==> src/hdl/traffic_counter_history_assert.svh <==
// Assertion macros for the traffic counter history block.
// Used by the top-level module; needs clk and rst in scope.
`ifndef TRAFFIC_COUNTER_HISTORY_ASSERT_SVH
`define TRAFFIC_COUNTER_HISTORY_ASSERT_SVH

// Check that a condition implies a consequence in the same cycle.
`define TCH_ASSERT_IMP(label, cond, cons, msg) \
  label: assert property (@(posedge clk) disable iff (rst) (cond) |-> (cons)) \
    else $error(msg);

// Check that a condition implies a consequence in the next cycle.
`define TCH_ASSERT_NEXT(label, cond, cons, msg) \
  label: assert property (@(posedge clk) disable iff (rst) (cond) |=> (cons)) \
    else $error(msg);

`endif

==> src/hdl/tch_pkg.sv <==
// Package for the traffic counter history block.
// Holds word types, slot counts and shared constants; no dependencies.
package tch_pkg;

  localparam int DaySlots    = 30;
  localparam int MonthSlots  = 12;
  localparam int TopSlots    = 10;
  localparam int CounterBits = 32;

  localparam int RankW     = 4;

  localparam logic [7:0] BootSlackReset = 8'd5;
  localparam logic [RankW-1:0] RankNone = RankW'(TopSlots);

  typedef struct packed {
    logic [31:0] rx_count;
    logic [31:0] tx_count;
    logic [31:0] boot_time;
    logic [15:0] day_code;
    logic [11:0] month_code;
    logic        initial_req;
  } in_word_t;

  typedef struct packed {
    logic [63:0] total_rx_mib;
    logic [63:0] total_tx_mib;
    logic [63:0] day_rx_mib;
    logic [63:0] day_tx_mib;
    logic [63:0] month_rx_mib;
    logic [63:0] month_tx_mib;
    logic        rebooted;
    logic        day_rotated;
    logic        month_rotated;
    logic [3:0]  top_rank;
  } out_word_t;

  // Classified word passed from front to back.
  typedef struct packed {
    logic [63:0] rx_mib;
    logic [63:0] tx_mib;
    logic [15:0] day_code;
    logic [11:0] month_code;
    logic        rebooted;
  } job_t;

endpackage

==> src/hdl/tch_queue.sv <==
// Two-entry queue between front and back parts.
// Depends on tch_pkg for the job word type.
module tch_queue
  import tch_pkg::*;
(
  input  logic clk,
  input  logic rst,
  input  logic push,
  input  job_t push_word,
  input  logic pop,
  output logic full,
  output logic empty,
  output job_t head
);

  job_t       slot [2];
  logic       wr_ptr, rd_ptr;
  logic [1:0] count;

  assign full  = count == 2'd2;
  assign empty = count == 2'd0;
  assign head  = slot[rd_ptr];

  always_ff @(posedge clk) begin
    if (push) slot[wr_ptr] <= push_word;
  end

  always_ff @(posedge clk) begin
    if (rst) begin
      wr_ptr <= 1'b0;
      rd_ptr <= 1'b0;
      count <= '0;
    end else begin
      if (push) wr_ptr <= ~wr_ptr;
      if (pop) rd_ptr <= ~rd_ptr;
      count <= count + 2'(push) - 2'(pop);
    end
  end

endmodule

==> config.mk <==
export PLATFORM = sky130hd
export DESIGN_NAME = tch_queue
export DESIGN_NICKNAME = d
export VERILOG_FILES = /design/src/hdl/traffic_counter_history_assert.svh /design/src/hdl/tch_pkg.sv /design/src/hdl/tch_queue.sv
export SDC_FILE = /design/constraint.sdc
export NUM_CORES = 1
export LEC_CHECK = 0
export BUFFER_PORTS_ARGS = -buffer_cell sky130_fd_sc_hd__buf_4
export CAP_MARGIN = 20
export CORE_AREA = 3 3 220 222
export DETAILED_ROUTE_END_ITERATION = 12
export DIE_AREA = 0 0 223 225
export GPL_ROUTABILITY_DRIVEN = 0
export SLEW_MARGIN = 10
export SYNTH_ARGS = -nofsm -noshare
export SYNTH_HDL_FRONTEND = slang
export SYNTH_SLANG_ARGS = --single-unit
export TNS_END_PERCENT = 5
==> constraint.sdc <==
create_clock -name clk -period 19.2 [get_ports clk]
set_clock_uncertainty 0.1 [all_clocks]
set_input_delay 3.84 -clock clk [delete_from_list [all_inputs] [get_ports clk]]
set_output_delay 3.84 -clock clk [all_outputs]
set_load 0.05 [all_outputs]
==> results.toml, run 1 <==
[final_layout]
layout-drive-gt1-share_pct = 61.2
final_cell_area_sq_um = 15800
postLayoutCoreUtil_pct = 34.0
fillers = 4481
synthToLayoutAreaGrowth_pct = 36.5
final_non_filler_cells = 1493
multi_input_area_sq_um = 1890
nets = 1019
ff_latch_area_sq_um = 9530

[timing]
worstMarginPinSlew_ns = 1.05
setup_slack_ns = 11.86
finalHoldWorstSlack_ns = 0.425
setup_viol = 0
slew_viol_final = 0
finalCriticalPeriod_ns = 7.34
final_hold_viol_count = 0
setup-tns-final_ns = 0
slew_headroom_pct = 29.9
rsz0062_at_grt = "no"
fmax_ghz = 0.136
finalCritPeriodShare_pct = 38.2

[placement]
place.port_buffers = 319
dp_cells = 1425
post-place-ws_ns = 12.32
hpwlAfterDp_mm = 16.5
placed_cell_area_sq_um = 14600

[critical_path]
slowest_delay_ns = 0.83
crit_path_cell_trace = "buf_4 > buf_4 > mux2_2 > buf_4"
worst_setup_path_end_kind = "output port"
r2r.worst_path.cells = 3
timing.rr.start = "wr_ptr"
r2r_slack_ns = 16.64
crit_path_kind = "flop to output port"
worst_setup_path_start_kind = "flop"
endpoint_of_the_worst_register_to_register_path = "slot[0][54]"
slowest_stage_cell_cp = "sky130_fd_sc_hd__buf_4"
worstSetupEndpoint = "head[149]"
timing.critical_path.arrival_ns = 3.40
critPathMaxFanout = 72
crit_required_ns = 15.26
crit_top_cell = "sky130_fd_sc_hd__buf_4"

[detailed_routing]
viasPerCell = 3.92
totalWireLength_mm = 24.8
routed_wire_length_per_instance_microns = 16.6
first_pass_iters = 4
number_of_remaining_drc_errors = 0
drt_iter0_drc = 251
postRouteAntennaNets = 0
dr_total_vias = 5859

[logic_synthesis]
compound_gate_portion_of_the_synthesized_area_pct = 0
synth.ff_latch_count = 319
yosys_warnings = 0
synthesized_instance_count = 509
synth-adder-area-share_pct = 0.216
synth_mux_area_share_pct = 15.3
synth_simple_gate_area_share_pct = 0.378
synth_net_count = 672
synth_top_family_by_area = "multiplexers"
ys_seq_area_share_pct = 82.3
synth.cell_area_sq_um = 11600
yosys.cell_types.count = 13
synth.avg_cell_area_sq_um = 22.8
post_synth_xor_area_fraction_pct = 0.346

[clock_network]
ctsRootBufferMaster = "sky130_fd_sc_hd__clkbuf_16"
clockBufferDepth = 3
clkLatencyLatePin_ns = 0.53
cts_inserted_buffers = 36
cts_tree = "yes"
cts.hold.buffers_added = 0
cts.htree.levels = 2
post-cts-setup-buffer-count = 0
resized_gates_after_cts = 0
cts.sinks = 319
cts.reportedPaths.clkPinSlew_ns = 0.06

[pwr]
power.density_cell_area_nw_per_um2 = 115
p_total_mw = 1.82
vdd_ir_drop_max_v = 0.0000774
static-leakage-power_nw = 5.79

[worst_hold_path]
kind_of_path_behind_the_tightest_hold_check = "flop to flop"

[global_routing]
grt_pass1_vias = 6233
grt_first_pass_wirelength_mm = 36.7
grt_max_degree = 73
globalRouteTotalUtil_pct = 9.53
grt-ovfl-total = 0
number_of_antenna_violations_at_the_first_check_in_global_routing = 2

[run]
cap_viol_max_count = 0

[floorplan]
floorplan.core_area_sq_um = 46600
initial_core_util_pct = 24.9
die-height_microns = 225
placement_rows = 79
floorplan.die.width_microns = 223
die_area_sq_um = 50200
ios = 320

[status]
status = "finished, final reports clean"
[sequential cells by signal, indices dropped and copies added, names as in the netlist, named ones only]
name	count
count	2
rd_ptr	1
slot	314
wr_ptr	1
[layer usage]
layer	global-route usage [%]	part of all wire, %	up-vias
li1	-	-	2725
met1	10.5	38	2876
met2	16.0	50	200
met3	3.36	7.9	58
met4	5.46	4.0	0
met5	0	0	-
[critical path, delay by kind of cell (launching register included)]
family | cells | cell delay, ns
buffers and inverters | 3 | 1.84
DFF | 1 | 0.48
muxes | 1 | 0.43
[worst min-delay path by stage]
stage               cells after the start    from  slack, ns      to
detailed placement                      2  rd_ptr       0.42  rd_ptr
global route                            2  rd_ptr       0.46  rd_ptr
finish                                  2  rd_ptr       0.42  rd_ptr
CTS                                     2  rd_ptr       0.43  rd_ptr
global placement                        2  rd_ptr       0.40  rd_ptr
floorplan                               2  rd_ptr       0.38    flop
[Yosys cell counts]
cell                         n  area, sq um
sky130_fd_sc_hd__and2_1      1         6.26
sky130_fd_sc_hd__buf_2       2         10.0
sky130_fd_sc_hd__buf_4       2         15.0
sky130_fd_sc_hd__buf_6      13          146
sky130_fd_sc_hd__dfxtp_1     5          100
sky130_fd_sc_hd__edfxtp_1  314         9430
sky130_fd_sc_hd__ha_1        2         25.0
sky130_fd_sc_hd__inv_1       2         7.51
sky130_fd_sc_hd__mux2_2    157         1770
sky130_fd_sc_hd__nor2_1      5         18.8
sky130_fd_sc_hd__nor2b_1     3         18.8
sky130_fd_sc_hd__xnor2_1     2         17.5
sky130_fd_sc_hd__xnor3_1     1         22.5
[layout make-up]
class / count / share of cell area (%)
Multi-Input combinational cell: 171 / 11.9
Timing Repair Buffer: 326 / 15.5
Antenna cell: 2 / 0.0317
Clock buffer: 44 / 6.02
Clock inverter: 22 / 1.39
Tap cell: 607 / 4.80
Inverter: 2 / 0.0475
Sequential cell: 319 / 60.3
[kinds of logic after synthesis]
logic type / Yosys count
DFF: 319
muxes: 157
buffers and inverters: 19
and+or+nand+nor: 9
xor gates and xnor gates: 3
adders and majority gates: 2
[layout by cell type, fill, tap and decap left out]
master	count
sky130_fd_sc_hd__buf_4	326
sky130_fd_sc_hd__edfxtp_1	314
sky130_fd_sc_hd__mux2_2	157
sky130_fd_sc_hd__clkbuf_16	37
sky130_fd_sc_hd__clkinv_2	10
sky130_fd_sc_hd__clkbuf_1	7
sky130_fd_sc_hd__nor2_1	5
sky130_fd_sc_hd__clkinv_1	4
sky130_fd_sc_hd__bufinv_16	4
sky130_fd_sc_hd__dfxtp_1	4
sky130_fd_sc_hd__inv_6	3
sky130_fd_sc_hd__diode_2	2
sky130_fd_sc_hd__inv_1	2
sky130_fd_sc_hd__nor2b_1	2
sky130_fd_sc_hd__xnor2_1	2
sky130_fd_sc_hd__ha_1	2
sky130_fd_sc_hd__and2_4	1
sky130_fd_sc_hd__nor2b_4	1
sky130_fd_sc_hd__xnor3_1	1
sky130_fd_sc_hd__dfxtp_4	1
sky130_fd_sc_hd__clkinv_4	1
[power by group]
| group | switching, mW | total (mW) | internal [mW] |
|---|---|---|---|
| Combinational | 0.206 | 0.315 | 0.108 |
| Clock | 0.268 | 0.677 | 0.409 |
| Sequential | 0.0104 | 0.825 | 0.814 |
(Power assumes the default switching activity.)
==> run 2: changes to the inputs <==
- clock period: 19.2 -> 6.6 ns (I/O delays scaled with it)
==> run 2 against run 1 <==
Non-clock buffer count fell by 2. Cell area fell by 0.45%. First-iteration DRC count rose by 22%. Via count barely moved. Largest power group unchanged. Setup slack got worse by 9.0 ns. Die area did not move. Largest cell class unchanged. Routed wire length rose by 2.3%. Sequential share of layout area rose by 0.27 points. Core utilization fell by 0.15 points.
==> results.toml, run 2 (synthesis gave the netlist of run 1 again) <==
[status]
status = "finished, final reports clean"

[final_layout]
top_register = "slot"
mostFrequentLayoutCells = "321 x sky130_fd_sc_hd__buf_4, 314 x sky130_fd_sc_hd__edfxtp_1, 157 x sky130_fd_sc_hd__mux2_2"
layout-drive-gt1-share_pct = 60.4
most_common_cell_after_layout_fill_and_taps_aside = "sky130_fd_sc_hd__buf_4"
nets = 1017
largest_register_ff_count = 314
synthToLayoutAreaGrowth_pct = 35.9
largestRegisters = "slot x314, count x2"
n_antenna_cell = 0
final_cell_area_sq_um = 15700

[timing]
fmax_ghz = 0.267
finalCriticalPeriod_ns = 3.74
rsz0062_at_grt = "no"
final_hold_viol_count = 0
slew_viol_final = 0
setup-tns-final_ns = 0
slew_headroom_pct = 31.3
finalCritPeriodShare_pct = 56.7
setup_viol = 0
worstMarginPinSlew_ns = 1.03
finalHoldWorstSlack_ns = 0.416

[detailed_routing]
routed_wire_length_per_instance_microns = 17.1
postRouteAntennaNets = 0
number_of_remaining_drc_errors = 0
viasPerCell = 3.95
totalWireLength_mm = 25.4
first_pass_iters = 4
drt_iter0_drc = 306
dr_total_vias = 5862

[clock_network]
clockBufferDepth = 3
resized_gates_after_cts = 0
cts_tree = "yes"
post-cts-setup-buffer-count = 0
cts.reportedPaths.clkPinSlew_ns = 0.05
cts.htree.levels = 2
cts_inserted_buffers = 36
ctsRootBufferMaster = "sky130_fd_sc_hd__clkbuf_16"
clkLatencyLatePin_ns = 0.52
cts.hold.buffers_added = 0
cts.sinks = 319

[critical_path]
timing.critical_path.arrival_ns = 2.32
crit_required_ns = 5.18
worst_setup_path_start_kind = "flop"
worst_setup_path_end_kind = "output port"
critPathMaxFanout = 157
crit_path_kind = "flop to output port"

[placement]
hpwlAfterDp_mm = 16.1
placed_cell_area_sq_um = 14700
place.port_buffers = 319

[global_routing]
number_of_antenna_violations_at_the_first_check_in_global_routing = 2
grt_pass1_vias = 6341
globalRouteTotalUtil_pct = 9.78
grt-ovfl-total = 0
grt_first_pass_wirelength_mm = 37.5
grt_max_degree = 158

[run]
cap_viol_max_count = 0

[floorplan]
floorplan.die.width_microns = 223
ios = 320
die_area_sq_um = 50200
die-height_microns = 225
initial_core_util_pct = 24.9
floorplan.core_area_sq_um = 46600
placement_rows = 79

[pwr]
power.density_cell_area_nw_per_um2 = 329
vdd_ir_drop_max_v = 0.000297
static-leakage-power_nw = 5.74
p_total_mw = 5.17

[worst_hold_path]
kind_of_path_behind_the_tightest_hold_check = "flop to flop"
==> run 2: cell count changes in the layout (fill, tap and decap cells not counted), sizes merged <==
cell      delta
diode        -2
buf          -2
clkbuf       -2
inv          -2
bufinv       -2
clkinvlp     +1
==> run 2: layout make-up <==
cell class / instances / area [sq um]
Clock buffer: 42 / 945
Clock inverter: 19 / 139
Fill cell: 4482 / 30800
Inverter: 2 / 7.51
Multi-Input combinational cell: 171 / 1890
Sequential cell: 319 / 9530
Tap cell: 607 / 759
Timing Repair Buffer: 324 / 2470
==> run 2: path summary, 6_finish.rpt <==
path | startpoint | to | slack, ns | cells after the start
setup / recovery | flop | head[113] | 2.86 | 3
hold reg to reg | rd_ptr | rd_ptr | 0.42 | 2
setup reg to reg | wr_ptr | slot[0][87] | 4.32 | 2
hold / removal | rd_ptr | rd_ptr | 0.42 | 2
==> run 2: per-stage QoR <==
| stage | util (%) | instances | setup slack [ns] |
|---|---|---|---|
| 2_1_floorplan | - | 509 | 0.650 |
| 3_3_place_gp | 31.5 | 1423 | 3.06 |
| 3_5_place_dp | 31.5 | 1423 | 3.10 |
| 4_1_cts | 33.8 | 1484 | 2.82 |
| 5_1_grt | 33.8 | 1484 | 2.73 |
| 6_report | 33.8 | 1484 | 2.86 |
==> run 2: power by group <==
part	switching, mW	internal (mW)	total, mW
registers	0.0257	2.37	2.39
clock network	0.758	1.10	1.85
logic	0.609	0.318	0.927
total	1.39	3.78	5.17
==> run 2: per-layer routing <==
layer  vias to the layer above  share of wire, %  track usage (%)  wire (microns)
li1                       2712                 -                -               -
met4                         4               3.2             4.57             805
met2                       212                49             16.0           12400
met3                        46               8.2             3.61            2090
met5                         -              0.12                0              31
met1                      2888                40             11.5           10000
==> run 2: critical path, stage by stage, from the launching register on <==
cell and delay [ns]:
sky130_fd_sc_hd__dfxtp_4 0.35, sky130_fd_sc_hd__buf_12 0.57, sky130_fd_sc_hd__mux2_2 0.44, sky130_fd_sc_hd__buf_4 0.20
==> run 3: changes to the inputs <==
- clock period: 6.6 -> 3.6 ns (I/O delays scaled with it)
==> run 3 against run 2 <==
Cell area grew 0.83%. Critical path depth stayed put. Global-route usage increased by 0.061 points. Core utilization up 0.28 points. Sequential power up 84%. Register-to-register slack worse by 2.5 ns. Worst hold slack worse by 0.13 ns. Non-clock buffer count rose by 4. Setup slack got worse by 2.2 ns. Critical path type unchanged. Critical endpoint is now head[27]. Largest cell class unchanged. Largest power group unchanged.
==> results.toml, run 3 (synthesis gave the netlist of run 1 again) <==
[floorplan]
ios = 320
floorplan.die.width_microns = 223
die-height_microns = 225
initial_core_util_pct = 24.9
floorplan.core_area_sq_um = 46600
die_area_sq_um = 50200
placement_rows = 79

[detailed_routing]
number_of_remaining_drc_errors = 0
first_pass_iters = 4
postRouteAntennaNets = 0
totalWireLength_mm = 25.6
drt_iter0_drc = 308
dr_total_vias = 5980
routed_wire_length_per_instance_microns = 17.2
viasPerCell = 4.01

[final_layout]
largestRegisters = "slot x314, count x2"
mostFrequentLayoutCells = "322 x sky130_fd_sc_hd__buf_4, 314 x sky130_fd_sc_hd__edfxtp_1, 157 x sky130_fd_sc_hd__mux2_2"
nets = 1020
most_common_cell_after_layout_fill_and_taps_aside = "sky130_fd_sc_hd__buf_4"
synthToLayoutAreaGrowth_pct = 37.0
fillers = 4498
postLayoutCoreUtil_pct = 34.1
top_register = "slot"
layout-drive-gt1-share_pct = 60.6
largest_register_ff_count = 314
final_cell_area_sq_um = 15900

[critical_path]
timing.rr.start = "wr_ptr"
critPathMaxFanout = 61
r2r.worst_path.cells = 2
crit_path_kind = "flop to output port"
worst_setup_path_end_kind = "output port"
worst_setup_path_start_kind = "flop"
endpoint_of_the_worst_register_to_register_path = "slot[1][35]"
crit_required_ns = 2.78
timing.critical_path.arrival_ns = 2.17
r2r_slack_ns = 1.79

[clock_network]
cts_tree = "yes"
ctsRootBufferMaster = "sky130_fd_sc_hd__clkbuf_16"
post-cts-setup-buffer-count = 0
cts.htree.levels = 2
cts.hold.buffers_added = 0
cts_inserted_buffers = 35
clkLatencyLatePin_ns = 0.52
clockBufferDepth = 3
cts.sinks = 319
resized_gates_after_cts = 0
cts.reportedPaths.clkPinSlew_ns = 0.06

[timing]
worstMarginPinSlew_ns = 0.647
setup-tns-final_ns = 0
final_hold_viol_count = 0
rsz0062_at_grt = "no"
setup_viol = 0
finalCriticalPeriod_ns = 2.99
finalHoldWorstSlack_ns = 0.282
slew_headroom_pct = 56.9
fmax_ghz = 0.335
slew_viol_final = 0
finalCritPeriodShare_pct = 83.0

[worst_hold_path]
hold_path_end = "slot[0][39]"
min_delay_path_depth = 1
kind_of_path_behind_the_tightest_hold_check = "primary input to flop"
worst_hold_startpoint = "push_word[39]"

[run]
cap_viol_max_count = 0

[global_routing]
grt-ovfl-total = 0
number_of_antenna_violations_at_the_first_check_in_global_routing = 3
grt_max_degree = 99
grt_pass1_vias = 6372
globalRouteTotalUtil_pct = 9.84
grt_first_pass_wirelength_mm = 37.7

[placement]
place.port_buffers = 319
placed_cell_area_sq_um = 14700
hpwlAfterDp_mm = 17.1

[pwr]
static-leakage-power_nw = 5.80
vdd_ir_drop_max_v = 0.000372
power.density_cell_area_nw_per_um2 = 607

[status]
status = "finished, final reports clean"
## run 3: area by class of cell
class | instances | area, sq um | share of cell area, %
multi-input cells | 171 | 1890 | 11.9
flip-flops and latches | 319 | 9530 | 60.1
diodes | 2 | 5.00 | 0.0315
inverters | 2 | 7.51 | 0.0473
clock buffers | 45 | 956 | 6.02
well taps | 607 | 759 | 4.79
repair buffers | 328 | 2540 | 16.0
clock inverters | 18 | 186 | 1.17
## run 3: worst max-delay path by stage
| stage | start | end | depth (start not counted) |
|---|---|---|---|
| 3_5_place_dp | flop | head[24] | 3 |
| 6_report | flop | head[27] | 3 |
| 5_1_grt | flop | head[24] | 3 |
| 3_3_place_gp | flop | head[46] | 3 |
| 4_1_cts | flop | head[73] | 3 |
| 2_1_floorplan | push | slot[0][0] | 1 |
## run 3: critical path, cell delays in order, from the launching register on
cell	delay, ns
sky130_fd_sc_hd__dfxtp_4	0.63
sky130_fd_sc_hd__buf_12	0.34
sky130_fd_sc_hd__mux2_2	0.40
sky130_fd_sc_hd__buf_4	0.19
## run 3: per-stage QoR
step / total power, mW / worst slack, ns / std cells
2_1_floorplan: 5.62 / -0.00835 / 509
3_3_place_gp: 6.18 / 1.14 / 1427
3_5_place_dp: 6.20 / 1.13 / 1427
4_1_cts: 9.83 / 0.537 / 1490
5_1_grt: 10.0 / 0.489 / 1491
6_report: 9.63 / 0.614 / 1492
## run 3: routing by layer
| metal | wire length, microns | vias to the layer above | GRT usage (%) |
|---|---|---|---|
| li1 | - | 2726 | - |
| met1 | 9630 | 2998 | 11.2 |
| met2 | 13000 | 198 | 16.5 |
| met3 | 2010 | 54 | 3.50 |
| met4 | 927 | 4 | 4.96 |
| met5 | 28 | - | 0 |
## run 3: where the power goes
| part | leakage, nW | switching (mW) | internal (mW) |
|---|---|---|---|
| sequential | 2.99 | 0.0614 | 4.34 |
| combinational | 2.25 | 1.10 | 0.592 |
| clock | 0.554 | 1.38 | 2.16 |
| total | 5.80 | 2.54 | 7.09 |
