## config.mk

```make
export PLATFORM = sky130hd
export DESIGN_NAME = tch_front
export DESIGN_NICKNAME = d
export VERILOG_FILES = /design/src/hdl/traffic_counter_history_assert.svh /design/src/hdl/tch_pkg.sv /design/src/hdl/tch_front.sv
export SDC_FILE = /design/constraint.sdc
export NUM_CORES = 1
export LEC_CHECK = 0
export BUFFER_PORTS_ARGS = -buffer_cell sky130_fd_sc_hd__buf_2
export CAP_MARGIN = 0
export CORE_MARGIN = 2
export CORE_UTILIZATION = 40
export DETAILED_ROUTE_END_ITERATION = 8
export HOLD_SLACK_MARGIN = 0.08
export MAX_ROUTING_LAYER = met4
export PLACE_DENSITY_LB_ADDON = 0.05
export SETUP_SLACK_MARGIN = 0.15
export SKIP_LAST_GASP = 1
export SLEW_MARGIN = 20
export SYNTH_ARGS = -nofsm -noshare
export SYNTH_HDL_FRONTEND = slang
export SYNTH_SLANG_ARGS = --single-unit
```

## constraint.sdc

```tcl
create_clock -name clk -period 12.4 [get_ports clk]
set_clock_uncertainty 0.05 [all_clocks]
set_input_delay 1.86 -clock clk [delete_from_list [all_inputs] [get_ports clk]]
set_output_delay 1.86 -clock clk [all_outputs]
set_load 0.1 [all_outputs]
```

## src/hdl/traffic_counter_history_assert.svh

```systemverilog
// Assertion macros for the traffic counter history block.
// Used by the top-level module; needs clk and rst in scope.
`ifndef TRAFFIC_COUNTER_HISTORY_ASSERT_SVH
`define TRAFFIC_COUNTER_HISTORY_ASSERT_SVH

// Check that a condition implies a consequence in the same cycle.
`define TCH_ASSERT_IMP(label, cond, cons, msg) \
  label: assert property (@(posedge clk) disable iff (rst) (cond) |-> (cons)) \
    else $error(msg);

// Check that a condition implies a consequence in the next cycle.
`define TCH_ASSERT_NEXT(label, cond, cons, msg) \
  label: assert property (@(posedge clk) disable iff (rst) (cond) |=> (cons)) \
    else $error(msg);

`endif

```

## src/hdl/tch_pkg.sv

```systemverilog
// Package for the traffic counter history block.
// Holds word types, slot counts and shared constants; no dependencies.
package tch_pkg;

  localparam int DaySlots    = 30;
  localparam int MonthSlots  = 12;
  localparam int TopSlots    = 10;
  localparam int CounterBits = 32;

  localparam int RankW     = 4;

  localparam logic [7:0] BootSlackReset = 8'd5;
  localparam logic [RankW-1:0] RankNone = RankW'(TopSlots);

  typedef struct packed {
    logic [31:0] rx_count;
    logic [31:0] tx_count;
    logic [31:0] boot_time;
    logic [15:0] day_code;
    logic [11:0] month_code;
    logic        initial_req;
  } in_word_t;

  typedef struct packed {
    logic [63:0] total_rx_mib;
    logic [63:0] total_tx_mib;
    logic [63:0] day_rx_mib;
    logic [63:0] day_tx_mib;
    logic [63:0] month_rx_mib;
    logic [63:0] month_tx_mib;
    logic        rebooted;
    logic        day_rotated;
    logic        month_rotated;
    logic [3:0]  top_rank;
  } out_word_t;

  // Classified word passed from front to back.
  typedef struct packed {
    logic [63:0] rx_mib;
    logic [63:0] tx_mib;
    logic [15:0] day_code;
    logic [11:0] month_code;
    logic        rebooted;
  } job_t;

endpackage

```

## src/hdl/tch_front.sv

```systemverilog
// Front part: reboot check, counter deltas and KiB carry.
// Depends on tch_pkg; feeds job words into tch_queue.
module tch_front
  import tch_pkg::*;
(
  input  logic       clk,
  input  logic       rst,
  input  logic [7:0] boot_slack,
  input  in_word_t   in_word,
  input  logic       in_take,
  output job_t       job
);

  logic [CounterBits-1:0] last_rx, last_tx;
  logic [9:0]    rx_kib_rest, tx_kib_rest;
  logic [31:0]   last_boot;

  logic          reboot;
  logic [CounterBits-1:0] rx_now, tx_now, rx_base, tx_base, rx_d, tx_d;
  logic [10:0]   rx_kib, tx_kib;
  logic [63:0]   rx_mib, tx_mib;

  always_comb begin
    reboot = (in_word.boot_time >= 32'(boot_slack)) &&
             (last_boot < in_word.boot_time - 32'(boot_slack));
    rx_now = in_word.rx_count[CounterBits-1:0];
    tx_now = in_word.tx_count[CounterBits-1:0];
    rx_base = reboot ? '0 : last_rx;
    tx_base = reboot ? '0 : last_tx;
    // modular difference covers one wrap
    rx_d = in_word.initial_req ? '0 : rx_now - rx_base;
    tx_d = in_word.initial_req ? '0 : tx_now - tx_base;
    rx_kib = 11'(rx_kib_rest) + 11'(rx_d[19:10]);
    tx_kib = 11'(tx_kib_rest) + 11'(tx_d[19:10]);
    rx_mib = 64'(rx_d[CounterBits-1:20]) + 64'(rx_kib[10]);
    tx_mib = 64'(tx_d[CounterBits-1:20]) + 64'(tx_kib[10]);
  end

  always_ff @(posedge clk) begin
    if (rst) begin
      last_rx <= '0;
      last_tx <= '0;
      rx_kib_rest <= '0;
      tx_kib_rest <= '0;
      last_boot <= '1;
    end else if (in_take) begin
      last_rx <= rx_now;
      last_tx <= tx_now;
      rx_kib_rest <= rx_kib[9:0];
      tx_kib_rest <= tx_kib[9:0];
      last_boot <= in_word.boot_time;
    end
  end

  always_ff @(posedge clk) begin
    if (in_take) begin
      job.rx_mib <= rx_mib;
      job.tx_mib <= tx_mib;
      job.day_code <= in_word.day_code;
      job.month_code <= in_word.month_code;
      job.rebooted <= reboot;
    end
  end

endmodule

```

==> results of run 1 <==
==> area by class of cell <==
cell class	instances	area [µm²]	share of cell area
tap	442	553	0.0375
multi-input combinational	1273	8480	0.575
clock buffer	18	429	0.0291
clock inverter	14	146	0.00992
sequential	171	3970	0.269
inverter	42	158	0.0107
antenna	1	2.50	0.000170
timing repair buffer	196	1010	0.0683
==> metal layers <==
metal	share of wire	routed length (µm)	global-route usage	vias to the layer above
met5	0	0	-	-
met4	0.015	479	0.0469	0
met3	0.032	1050	0.0315	27
met2	0.49	16100	0.335	204
met1	0.46	15200	0.242	5054
li1	-	-	-	5624
==> final timing paths <==
path | end | startpoint | cells after the start
setup reg to reg | job[102] | last_boot[15] | 35
setup / recovery | job[102] | boot_slack[1] | 49
hold / removal | last_rx[21] | last_rx[21] | 2
hold reg to reg | last_rx[21] | last_rx[21] | 2
==> synthesized netlist by cell type, drive strengths merged, types with 6 or more instances <==
cell,number
nor2,183
nand2,135
ha,123
buf,116
dfxtp,116
a21oi,114
mux2i,85
xnor2,62
clkbuf,57
edfxtp,55
o21ai,48
nor2b,44
a21o,43
inv,42
xor2,39
nand4,38
a211o,33
nor3,27
o21bai,21
nand2b,20
nand3,15
a211oi,14
o21a,13
nor4,12
o211ai,9
or3,9
and3,8
o31ai,8
a31oi,6
or4,6
==> registers in the layout (all words and copies together) (netlist names) <==
| name | count |
|---|---|
| rx_kib_rest | 10 |
| job | 55 |
| last_tx | 32 |
| last_boot | 32 |
| last_rx | 32 |
| tx_kib_rest | 10 |
==> kinds of logic (layout without fill, tap and decap cells) <==
family                     Yosys count  in the layout  synth area share
adders and majority gates          126            126             0.121
xor gates and xnor gates           101            101            0.0667
buffers and inverters              215            270            0.0898
other                                1            103          0.000283
muxes                               88             88            0.0667
DFF                                171            171             0.300
AOI/OAI and AO/OA                  338            338             0.169
and+or+nand+nor                    518            518             0.187
==> worst register-to-register path, delay by kind of cell (launching register included) <==
family / cells / cell delay (ps)
and+or+nand+nor: 13 / 2410
xor gates and xnor gates: 1 / 200
buffers and inverters: 1 / 380
adders and majority gates: 4 / 1170
muxes: 1 / 290
AOI/OAI and AO/OA: 15 / 2430
DFF: 1 / 320
==> power by group through the flow <==
stage          registers [W]  clock network, W  logic, W
2_1_floorplan       0.000780                 0  0.000527
3_3_place_gp        0.000659                 0  0.000765
3_5_place_dp        0.000660                 0  0.000767
4_1_cts             0.000648          0.000556  0.000770
5_1_grt             0.000653          0.000578  0.000838
6_report            0.000647          0.000534  0.000765
==> stage by stage <==
stage / area (µm²) / cells / hold slack (ps)
after floorplan: 13600 / 1659 / 410
after global placement: 14200 / 2124 / 423
after detailed placement: 14200 / 2124 / 429
after CTS: 14700 / 2156 / 448
after global routing: 14800 / 2157 / 464
final: 14800 / 2157 / 442
==> what timing repair did <==
item	in CTS	in global routing
setup endpoints to repair	0	2
resized for setup	0	1
hold endpoints to repair	0	0
==> metrics.md, run 1 <==
| Metric | Value |
|---|---|
| Number of synthesized flops with an enable pin | `55` |
| Rows | `66` |
| Critical path class | `in2reg` |
| Sequential power share | `0.332` |
| Hold buffer count at cts | `0` |
| H-tree levels | `4` |
| Synth top area share | `0.175` |
| First-pass GRT wire length | `around 53000 µm` |
| Endpoints failing setup | `0` |
| Final WS setup | `between 1000 and 1500 ps` |
| Power Dens Cells | `132 mW/mm²` |
| CTS tree | `yes` |
| Clock latency on the worst-skew pair | `~450 ps` |
| Detail Placement HPWL | `between 20000 and 30000 µm` |
| Power share of the clock group | `0.274` |
| Number of global-route vias before repair | `around 10000` |
| Placer Congestion | `around 0.9` |
| Gate count of the mapped netlist | `~1600` |
| Initial core utilization | `0.407` |
| Max_slew headroom | `0.344` |
| Bufs and invs on worst path | `3` |
| Max-capacitance violation count | `0` |
| Die Ht | `around 190 µm` |
| Ports | `approximately 300` |
| Initial antenna violation count | `1` |
| Buffers on Ports | `190` |
| Worst-path clk slew | `approximately 60 ps` |
| Most frequent cells in the layout | `buf_2, nor2_1, nand2_1, ha_1, dfxtp_1` |
| Sink count of the clock tree | `171` |
| WP data arrival | `~11000 ps` |
| Achievable frequency | `90.7 MHz` |
| Asr flop ratio synth | `0` |
| Via count | `10900` |
| Full die area | `between 0.03 and 0.04 mm²` |
| Detailed-route wire length | `32800 µm` |
| Worst Setup Start Kind | `primary input` |
| Power, Total | `~0.002 W` |
| CP max FO | `28` |
| Initial DRC count | `489` |
| Core Area | `between 0.03 and 0.04 mm²` |
| Sequential fraction of the synthesis area | `0.300` |
| Fin. Hold Viols | `0` |
| Syn Std Cell Area | `roughly 0.013 mm²` |
| Largest net degree at the start of global routing | `between 80 and 90` |
| Top FF cell, synth | `dfxtp_1` |
| Fin crit period | `11020 ps` |
| Max Buffers Root-to-Sink | `2` |
| Crit. End Element | `flip-flop` |
| Synth area leaders | `dfxtp_1, edfxtp_1, ha_1, mux2i_1, buf_4` |
| Tcrit/Tclk final | `0.889` |
| Worst VDD drop | `0.000105 V` |
| Pint | `roughly 0.0011 W` |
| CP delay by family, top | `simple AND/OR/NAND/NOR gates` |
| Worst path required time | `approximately 13000 ps` |
| Ys Warns | `0` |
| Area growth syn-to-layout | `11.2%` |
| #FFs+latches synth | `between 150 and 200` |
| Status | `complete, no violations` |
| HP Class | `reg2reg` |
| Place WS | `749 ps` |
| CTS buffer count | `17` |
| Root Driver | `clkbuf_16` |
| Syn_area_per_cell | `8.51 µm²` |
| Fin. max-slew vios | `0` |
| DR vias/cell | `5.06` |
| Most common cell after layout, fill and taps aside | `buf_2` |
| Setup bufs post-CTS | `0` |
| Setup TNS | `0 ps` |
| DR pass1 iterations | `4` |
| Most frequent CP cell | `a21oi_1` |
| Die Span X | `roughly 190 µm` |
| Gr ovfl total | `0` |
| Final ANT Viol Nets | `0` |
| Layout cell share with drive strength beyond 1 | `0.148` |
| Critical path's slowest cell | `or4_1` |
| Synth unique cells | `76` |
| Sw Ratio | `0.413` |
| DR DRC count | `0` |
| Worst-Margin Slew | `984 ps` |
| P_leak | `around 6.5 nW` |
| Nets | `~2000` |
| Cell taking the most area after synthesis | `dfxtp_1` |
| Worst reg2reg setup slack | `roughly 5000 ps` |
| Comb power frac | `0.393` |
| WL per Instance | `around 15 µm` |
| Unrepaired setup endpoints after global routing | `no` |
| Largest stage delay, worst path | `between 400 and 500 ps` |
| Layout fillers | `about 3400` |
| Layout Utilization | `0.452` |
| Net Switching | `0.000805 W` |
| Total GRT Usage | `0.196` |
Note: power is estimated with default switching activity, not from simulation.
==> inputs of run 2 (changes only) <==
- CORE_UTILIZATION: 40 -> 56
- PLACE_DENSITY: unset -> 0.82
- PLACE_DENSITY_LB_ADDON: 0.05 -> unset
==> run 2 against run 1 <==
Against the previous run: first-iteration DRC count is 100% higher; cell area decreased by 0.90%; via count is 3.9% higher; setup slack worse by 340 ps; final cell count is 5.8% lower; routed wire length is 1.5% lower; sequential share of layout area is 0.24 points higher; fmax down 3.0%; utilization rose by 17 points; sequential power about the same.
==> metrics.md, run 2 (synthesized netlist as in run 1, its figures left out) <==
| Metric | Value |
|---|---|
| Status | `complete, no violations` |
| H-tree levels | `4 (unchanged)` |
| Full die area | `0.0249 mm² (-28%)` |
| Critical path class | `in2reg` |
| Rows | `56 (-15%)` |
| Initial DRC count | `998 (+100%)` |
| Largest stage delay, worst path | `480 ps (+30 ps)` |
| CP delay by family, top | `compound AO/OA/AOI/OAI gates` |
| Worst-path clk slew | `70 ps (about the same)` |
| Worst-Margin Slew | `1110 ps (+122 ps)` |
| Clock latency on the worst-skew pair | `430 ps (-20 ps)` |
| Most frequent CP cell | `a21oi_1` |
| Bufs and invs on worst path | `2 (-1)` |
| Pint | `0.00115 W (+0.85%)` |
| Largest net degree at the start of global routing | `125 (+47%)` |
| Achievable frequency | `88.0 MHz (-3.0%)` |
| Gr ovfl total | `0 (unchanged)` |
| Detail Placement HPWL | `24800 µm (-2.3%)` |
| DR vias/cell | `5.58 (+10%)` |
| Die Ht | `158 µm (-15%)` |
| Total GRT Usage | `0.260 (+0.0639)` |
| Crit. End Element | `flip-flop` |
| Fin. Hold Viols | `0 (unchanged)` |
| Fin. max-slew vios | `0 (unchanged)` |
| Initial core utilization | `0.568 (+0.162)` |
| Nets | `1961 (-0.10%)` |
| Sw Ratio | `0.419 (+0.00552)` |
| Layout Utilization | `0.627 (+0.174)` |
| Ports | `293 (unchanged)` |
| Worst reg2reg setup slack | `4940 ps (-60 ps)` |
| Final ANT Viol Nets | `0 (unchanged)` |
| Tcrit/Tclk final | `0.916 (+0.0272)` |
| CTS tree | `yes` |
| Fin crit period | `11360 ps (+337 ps)` |
| Die Span X | `158 µm (-15%)` |
| Root Driver | `clkbuf_16` |
| Power, Total | `0.00198 W (+1.8%)` |
| First-pass GRT wire length | `50700 µm (-3.9%)` |
| Detailed-route wire length | `32300 µm (-1.5%)` |
| Fin cells | `2032 (-5.8%)` |
| Initial antenna violation count | `1 (unchanged)` |
| CP max FO | `32 (+14%)` |
| Sequential power share | `0.327 (-0.005)` |
| HP Class | `reg2reg` |
| Power share of the clock group | `0.281 (+0.007)` |
| Most common cell after layout, fill and taps aside | `buf_2` |
| Comb power frac | `0.392 (about the same)` |
| Buffers on Ports | `190 (unchanged)` |
| P_leak | `6.53 nW (+0.28%)` |
| Number of global-route vias before repair | `10400 (-0.24%)` |
| Critical path's slowest cell | `nor4_1` |
| Most frequent cells in the layout | `buf_2, nor2_1, nand2_1, ha_1, dfxtp_1` |
| Power Dens Cells | `136 mW/mm² (+2.7%)` |
| Sink count of the clock tree | `171 (unchanged)` |
| WP data arrival | `11580 ps (+310 ps)` |
| Setup TNS | `0 ps (unchanged)` |
| Worst VDD drop | `0.0000827 V (-22%)` |
| Max Buffers Root-to-Sink | `2 (unchanged)` |
| Area post-placement | `0.0140 mm² (-1.2%)` |
| Core Area | `0.0233 mm² (-28%)` |
| WL per Instance | `15.9 µm (+4.5%)` |
| Net Switching | `0.000830 W (+3.2%)` |
| Max reg flops | `55 (unchanged)` |
| Layout fillers | `2068 (-39%)` |
| Worst Setup Start Kind | `primary input` |
| Layout cell share with drive strength beyond 1 | `0.148 (+0.000173)` |
| Dpl cells | `1999 (-5.9%)` |
| Unrepaired setup endpoints after global routing | `no` |
| Endpoints failing setup | `0 (unchanged)` |
| Area growth syn-to-layout | `10.2%` |
| Worst path required time | `12610 ps (-40 ps)` |
| Placer Congestion | `0.993 (+10%)` |
| Max_slew headroom | `0.263 (-0.0813)` |
| Hold buffer count at cts | `0 (unchanged)` |
| Max-capacitance violation count | `0 (unchanged)` |
| DR pass1 iterations | `5 (+1)` |
| DR DRC count | `0 (unchanged)` |
| Design Area, Final | `0.0146 mm² (-0.90%)` |
| Cts repair resizes | `0 (unchanged)` |
| Biggest register | `job` |
| Via count | `11300 (+3.9%)` |
| CTS buffer count | `17 (unchanged)` |
| Setup bufs post-CTS | `0 (unchanged)` |
[run 2: cell types whose count changed in the layout (fill, tap and decap cells not counted), moves of 2 or more]
| cell | change |
|---|---|
| inv_6 | +2 |
| buf_4 | -2 |
| inv_8 | +3 |
| clkinvlp_4 | -2 |
[run 2: layout make-up]
cell class	count	area, µm²	share of cell area
antenna	1	2.50	0.000171
clock buffer	17	425	0.0291
timing repair buffer	194	992	0.0679
inverter	42	158	0.0108
clock inverter	15	181	0.0124
tap	319	399	0.0273
sequential	171	3970	0.272
multi-input combinational	1273	8490	0.581
[run 2: worst paths after layout]
path                      start           to  cells past startpoint
hold reg to reg     last_tx[26]  last_tx[26]                      2
setup reg to reg  last_boot[17]     job[102]                     34
hold / removal      last_tx[26]  last_tx[26]                      2
setup / recovery  boot_slack[1]     job[102]                     48
[run 2: power groups by stage]
stage / Sequential [W] / Clock (W) / Combinational, W
final: 0.000649 / 0.000557 / 0.000776
after global routing: 0.000654 / 0.000590 / 0.000837
after CTS: 0.000649 / 0.000568 / 0.000770
after detailed placement: 0.000661 / 0 / 0.000767
after global placement: 0.000659 / 0 / 0.000753
after floorplan: 0.000780 / 0 / 0.000527
[run 2: per-layer routing]
metal	GRT usage	routed length (µm)	vias to the layer above
li1	-	-	5601
met1	0.343	14800	5267
met2	0.407	14800	408
met3	0.0457	2050	57
met4	0.0818	681	0
met5	-	0	-
[run 2: worst min-delay path: cells and delay by family (launching register included)]
| kind | cells | cell delay (ps) |
|---|---|---|
| multiplexers | 1 | 60 |
| AND/OR/NAND/NOR | 1 | 70 |
| flip-flops | 1 | 330 |
[run 2: metrics by stage]
stage	worst slack (ps)	hold slack [ps]
4_1_cts	990	453
2_1_floorplan	2140	410
5_1_grt	179	474
3_5_place_dp	652	430
3_3_place_gp	1020	423
6_report	1040	447
==> inputs of run 3 (changes only) <==
- ABC_AREA: unset -> 1
==> run 3 against run 2 <==
Against the previous run: synthesized cell count grew 22%; global-route usage grew 1.1 points; sequential power is essentially flat; fmax grew 13%; final cell count grew 18%; synthesized area grew 0.60%; largest power group unchanged; highest routed layer unchanged.
==> metrics.md, run 3 <==
| Metric | Value |
|---|---|
| Critical path's slowest cell | `nand2_2` |
| Ys Warns | `0 (unchanged)` |
| Initial core utilization | `0.570 (+0.00172)` |
| Portion of netlist area occupied by mux cells | `0 (-0.0667)` |
| Detailed-route wire length | `33100 µm (+2.5%)` |
| Gate count of the mapped netlist | `1902 (+22%)` |
| Synth top area share | `0.174 (-0.00105)` |
| P_leak | `7.05 nW (+7.9%)` |
| Initial antenna violation count | `2 (+1)` |
| CTS buffer count | `17 (unchanged)` |
| Setup bufs post-CTS | `0 (unchanged)` |
| Crit. End Element | `flip-flop` |
| Tcrit/Tclk final | `0.808 (-0.109)` |
| Max-capacitance violation count | `0 (unchanged)` |
| Root Driver | `clkbuf_16` |
| Routed wl met2 | `15100 µm (+2.2%)` |
| Fin crit period | `10010 ps (-1350 ps)` |
| Worst path required time | `12540 ps (-70 ps)` |
| Commonest cells in the netlist | `nand2_1, nor2_1, inv_1, o21ai_0` |
| Core Area | `0.0234 mm² (+0.30%)` |
| Rows | `56 (unchanged)` |
| Net Switching | `0.000842 W (+1.4%)` |
| Most frequent cells in the layout | `nand2_1, nor2_1, buf_2, inv_1, o21ai_0` |
| Number of synthesized flops with an enable pin | `55 (unchanged)` |
| Unrepaired setup endpoints after global routing | `no` |
| Syn Std Cell Area | `0.0133 mm² (+0.60%)` |
| Most frequent CP cell | `ha_1` |
| Count leader, synth | `nand2_1` |
| Worst reg2reg setup slack | `5970 ps (+1030 ps)` |
| Total GRT Usage | `0.271 (+0.0113)` |
| Area growth syn-to-layout | `10.5%` |
| Cts repair resizes | `0 (unchanged)` |
| Worst-path clk slew | `70 ps (about the same)` |
| Worst Setup SP | `boot_slack[2]` |
| Layout cell share with drive strength beyond 1 | `0.134 (-0.0142)` |
| Dpl cells | `2366 (+18%)` |
| CTS tree | `yes` |
| Fin. Hold Viols | `0 (unchanged)` |
| Max Buffers Root-to-Sink | `2 (unchanged)` |
| Worst Setup Start Kind | `primary input` |
| Number of global-route vias before repair | `11600 (+11%)` |
| Pint | `0.00113 W (-1.9%)` |
| Setup TNS | `0 ps (unchanged)` |
| Syn_area_per_cell | `7.02 µm² (-18%)` |
| Final ANT Viol Nets | `0 (unchanged)` |
| Max_slew headroom | `0.305 (+0.0424)` |
| Nets | `2328 (+19%)` |
| WL per Instance | `13.8 µm (-13%)` |
| Main combinational cell family by area after synthesis | `simple AND/OR/NAND/NOR gates` |
| Asr flop ratio synth | `0 (unchanged)` |
| DR pass1 iterations | `5 (unchanged)` |
| Synth unique cells | `48 (-37%)` |
| DR vias/cell | `5.25 (-5.9%)` |
| WP data arrival | `10150 ps (-1430 ps)` |
| Top FF cell, synth | `dfxtp_1` |
| Synth Area in Simple Gates | `0.278 (+0.0909)` |
| Fin cells | `2400 (+18%)` |
| Critical path class | `in2reg` |
| Power Dens Cells | `134 mW/mm² (-1.4%)` |
| Endpoints failing setup | `0 (unchanged)` |
| Sequential power share | `0.329 (+0.002)` |
| Worst-Margin Slew | `1040 ps (-63.5 ps)` |
| Clock latency on the worst-skew pair | `430 ps (about the same)` |
| DR top layer | `met4` |
| Sequential fraction of the synthesis area | `0.298 (-0.00180)` |
| Via count | `12600 (+11%)` |
| H-tree levels | `4 (unchanged)` |
| Buffers on Ports | `190 (unchanged)` |
| Full die area | `0.0251 mm² (+0.59%)` |
| R2R depth | `32 (-5.9%)` |
| Routed length on met3 | `2220 µm (+8.6%)` |
| Comb power frac | `0.397 (+0.005)` |
| Fin. max-slew vios | `0 (unchanged)` |
| Worst VDD drop | `0.0000752 V (-9.1%)` |
| First-pass GRT wire length | `53800 µm (+6.1%)` |
| Die Span X | `158 µm (+0.29%)` |
| Hold buffer count at cts | `0 (unchanged)` |
| Most common cell after layout, fill and taps aside | `nand2_1` |
| Detail Placement HPWL | `26000 µm (+5.2%)` |
| Post-Synth Adder-Cell Area | `0.120 (-0.000724)` |
| RR Endpoint | `job[99]` |
| Max reg flops | `55 (unchanged)` |
| CP endpoint | `job[99]` |
| Placer Congestion | `0.933 (-6.0%)` |
| Largest net degree at the start of global routing | `101 (-19%)` |
| Layout fillers | `2205 (+6.6%)` |
| Status | `complete, no violations` |
| Cell taking the most area after synthesis | `dfxtp_1` |
| Die Ht | `158 µm (+0.29%)` |
| Ports | `293 (unchanged)` |
| Gr ovfl total | `0 (unchanged)` |
| Achievable frequency | `99.9 MHz (+13%)` |
| Post-Synth XOR/XNOR Area | `0.0453 (-0.0214)` |
| Largest stage delay, worst path | `690 ps (+210 ps)` |
| Metal-1 WL | `15200 µm (+3.2%)` |
| HP Class | `reg2reg` |
| DR DRC count | `0 (unchanged)` |
| Crit Reg-Reg Startpoint | `last_boot[31]` |
| Synth area leaders | `dfxtp_1, edfxtp_1, ha_1, nand2_1, nor2_1` |
| Complex-gate fraction of the synthesized area | `0.141 (-0.0287)` |
| #FFs+latches synth | `171 (unchanged)` |
| Biggest register | `job` |
| CP max FO | `46 (+44%)` |
| Initial DRC count | `851 (-15%)` |
| Power share of the clock group | `0.274 (-0.007)` |
| Sw Ratio | `0.427 (+0.00788)` |
| Sink count of the clock tree | `171 (unchanged)` |
[run 3: how the worst min path moves through the flow]
stage          startpoint         end  slack [ps]  cells past startpoint
2_1_floorplan  last_rx[0]  last_rx[0]         380                      2
3_3_place_gp   last_tx[0]  last_tx[0]         390                      2
3_5_place_dp   last_tx[0]  last_tx[0]         400                      2
4_1_cts        last_rx[0]  last_rx[0]         410                      2
5_1_grt        last_tx[0]  last_tx[0]         430                      2
6_report       last_rx[0]  last_rx[0]         410                      2
[run 3: power groups by stage]
stage / Combinational, W / Clock, W / Sequential [W]
final: 0.000783 / 0.000540 / 0.000649
after global routing: 0.000861 / 0.000572 / 0.000654
after CTS: 0.000780 / 0.000550 / 0.000649
after detailed placement: 0.000776 / 0 / 0.000661
after global placement: 0.000765 / 0 / 0.000659
after floorplan: 0.000532 / 0 / 0.000778
[run 3: final cells by class]
class	instances	area [µm²]	share of cell area
Antenna cell	2	5.00	0.000339
Clock buffer	20	447	0.0303
Clock inverter	12	139	0.00942
Inverter	164	617	0.0418
Multi-Input combinational cell	1516	8170	0.554
Sequential cell	171	3970	0.269
Tap cell	319	399	0.0271
Timing Repair Buffer	196	998	0.0677
[run 3: metal layers]
layer  track usage  vias up
li1              -     6422
met1         0.357     5703
met2         0.443      430
met3        0.0351       43
met4        0.0704        0
met5             -        -
[run 3: stage by stage]
stage          area, µm²  power (W)  setup slack, ps   util  hold WS, ps
3_5_place_dp       14200    0.00144             2020  0.605          397
6_report           14700    0.00197             2390  0.630          408
2_1_floorplan      13700    0.00131             3450      -          385
4_1_cts            14700    0.00198             2450  0.630          408
5_1_grt            14700    0.00209             1520  0.630          430
3_3_place_gp       14200    0.00142             2250  0.605          393
[run 3: critical path: cells and delay by family]
family	cells	cell delay [ps]
compound gates	14	2140
xor+xnor	3	530
fa+ha+maj	7	1900
buf+inv	5	670
simple gates	18	3030
[run 3: kinds of logic after synthesis]
| family | count (synthesis) |
|---|---|
| flip-flops | 171 |
| AND/OR/NAND/NOR | 877 |
| other | 1 |
| adder cells (fa/ha/maj) | 126 |
| buffers and inverters | 316 |
| AO/OA/AOI/OAI | 342 |
| XOR/XNOR | 69 |
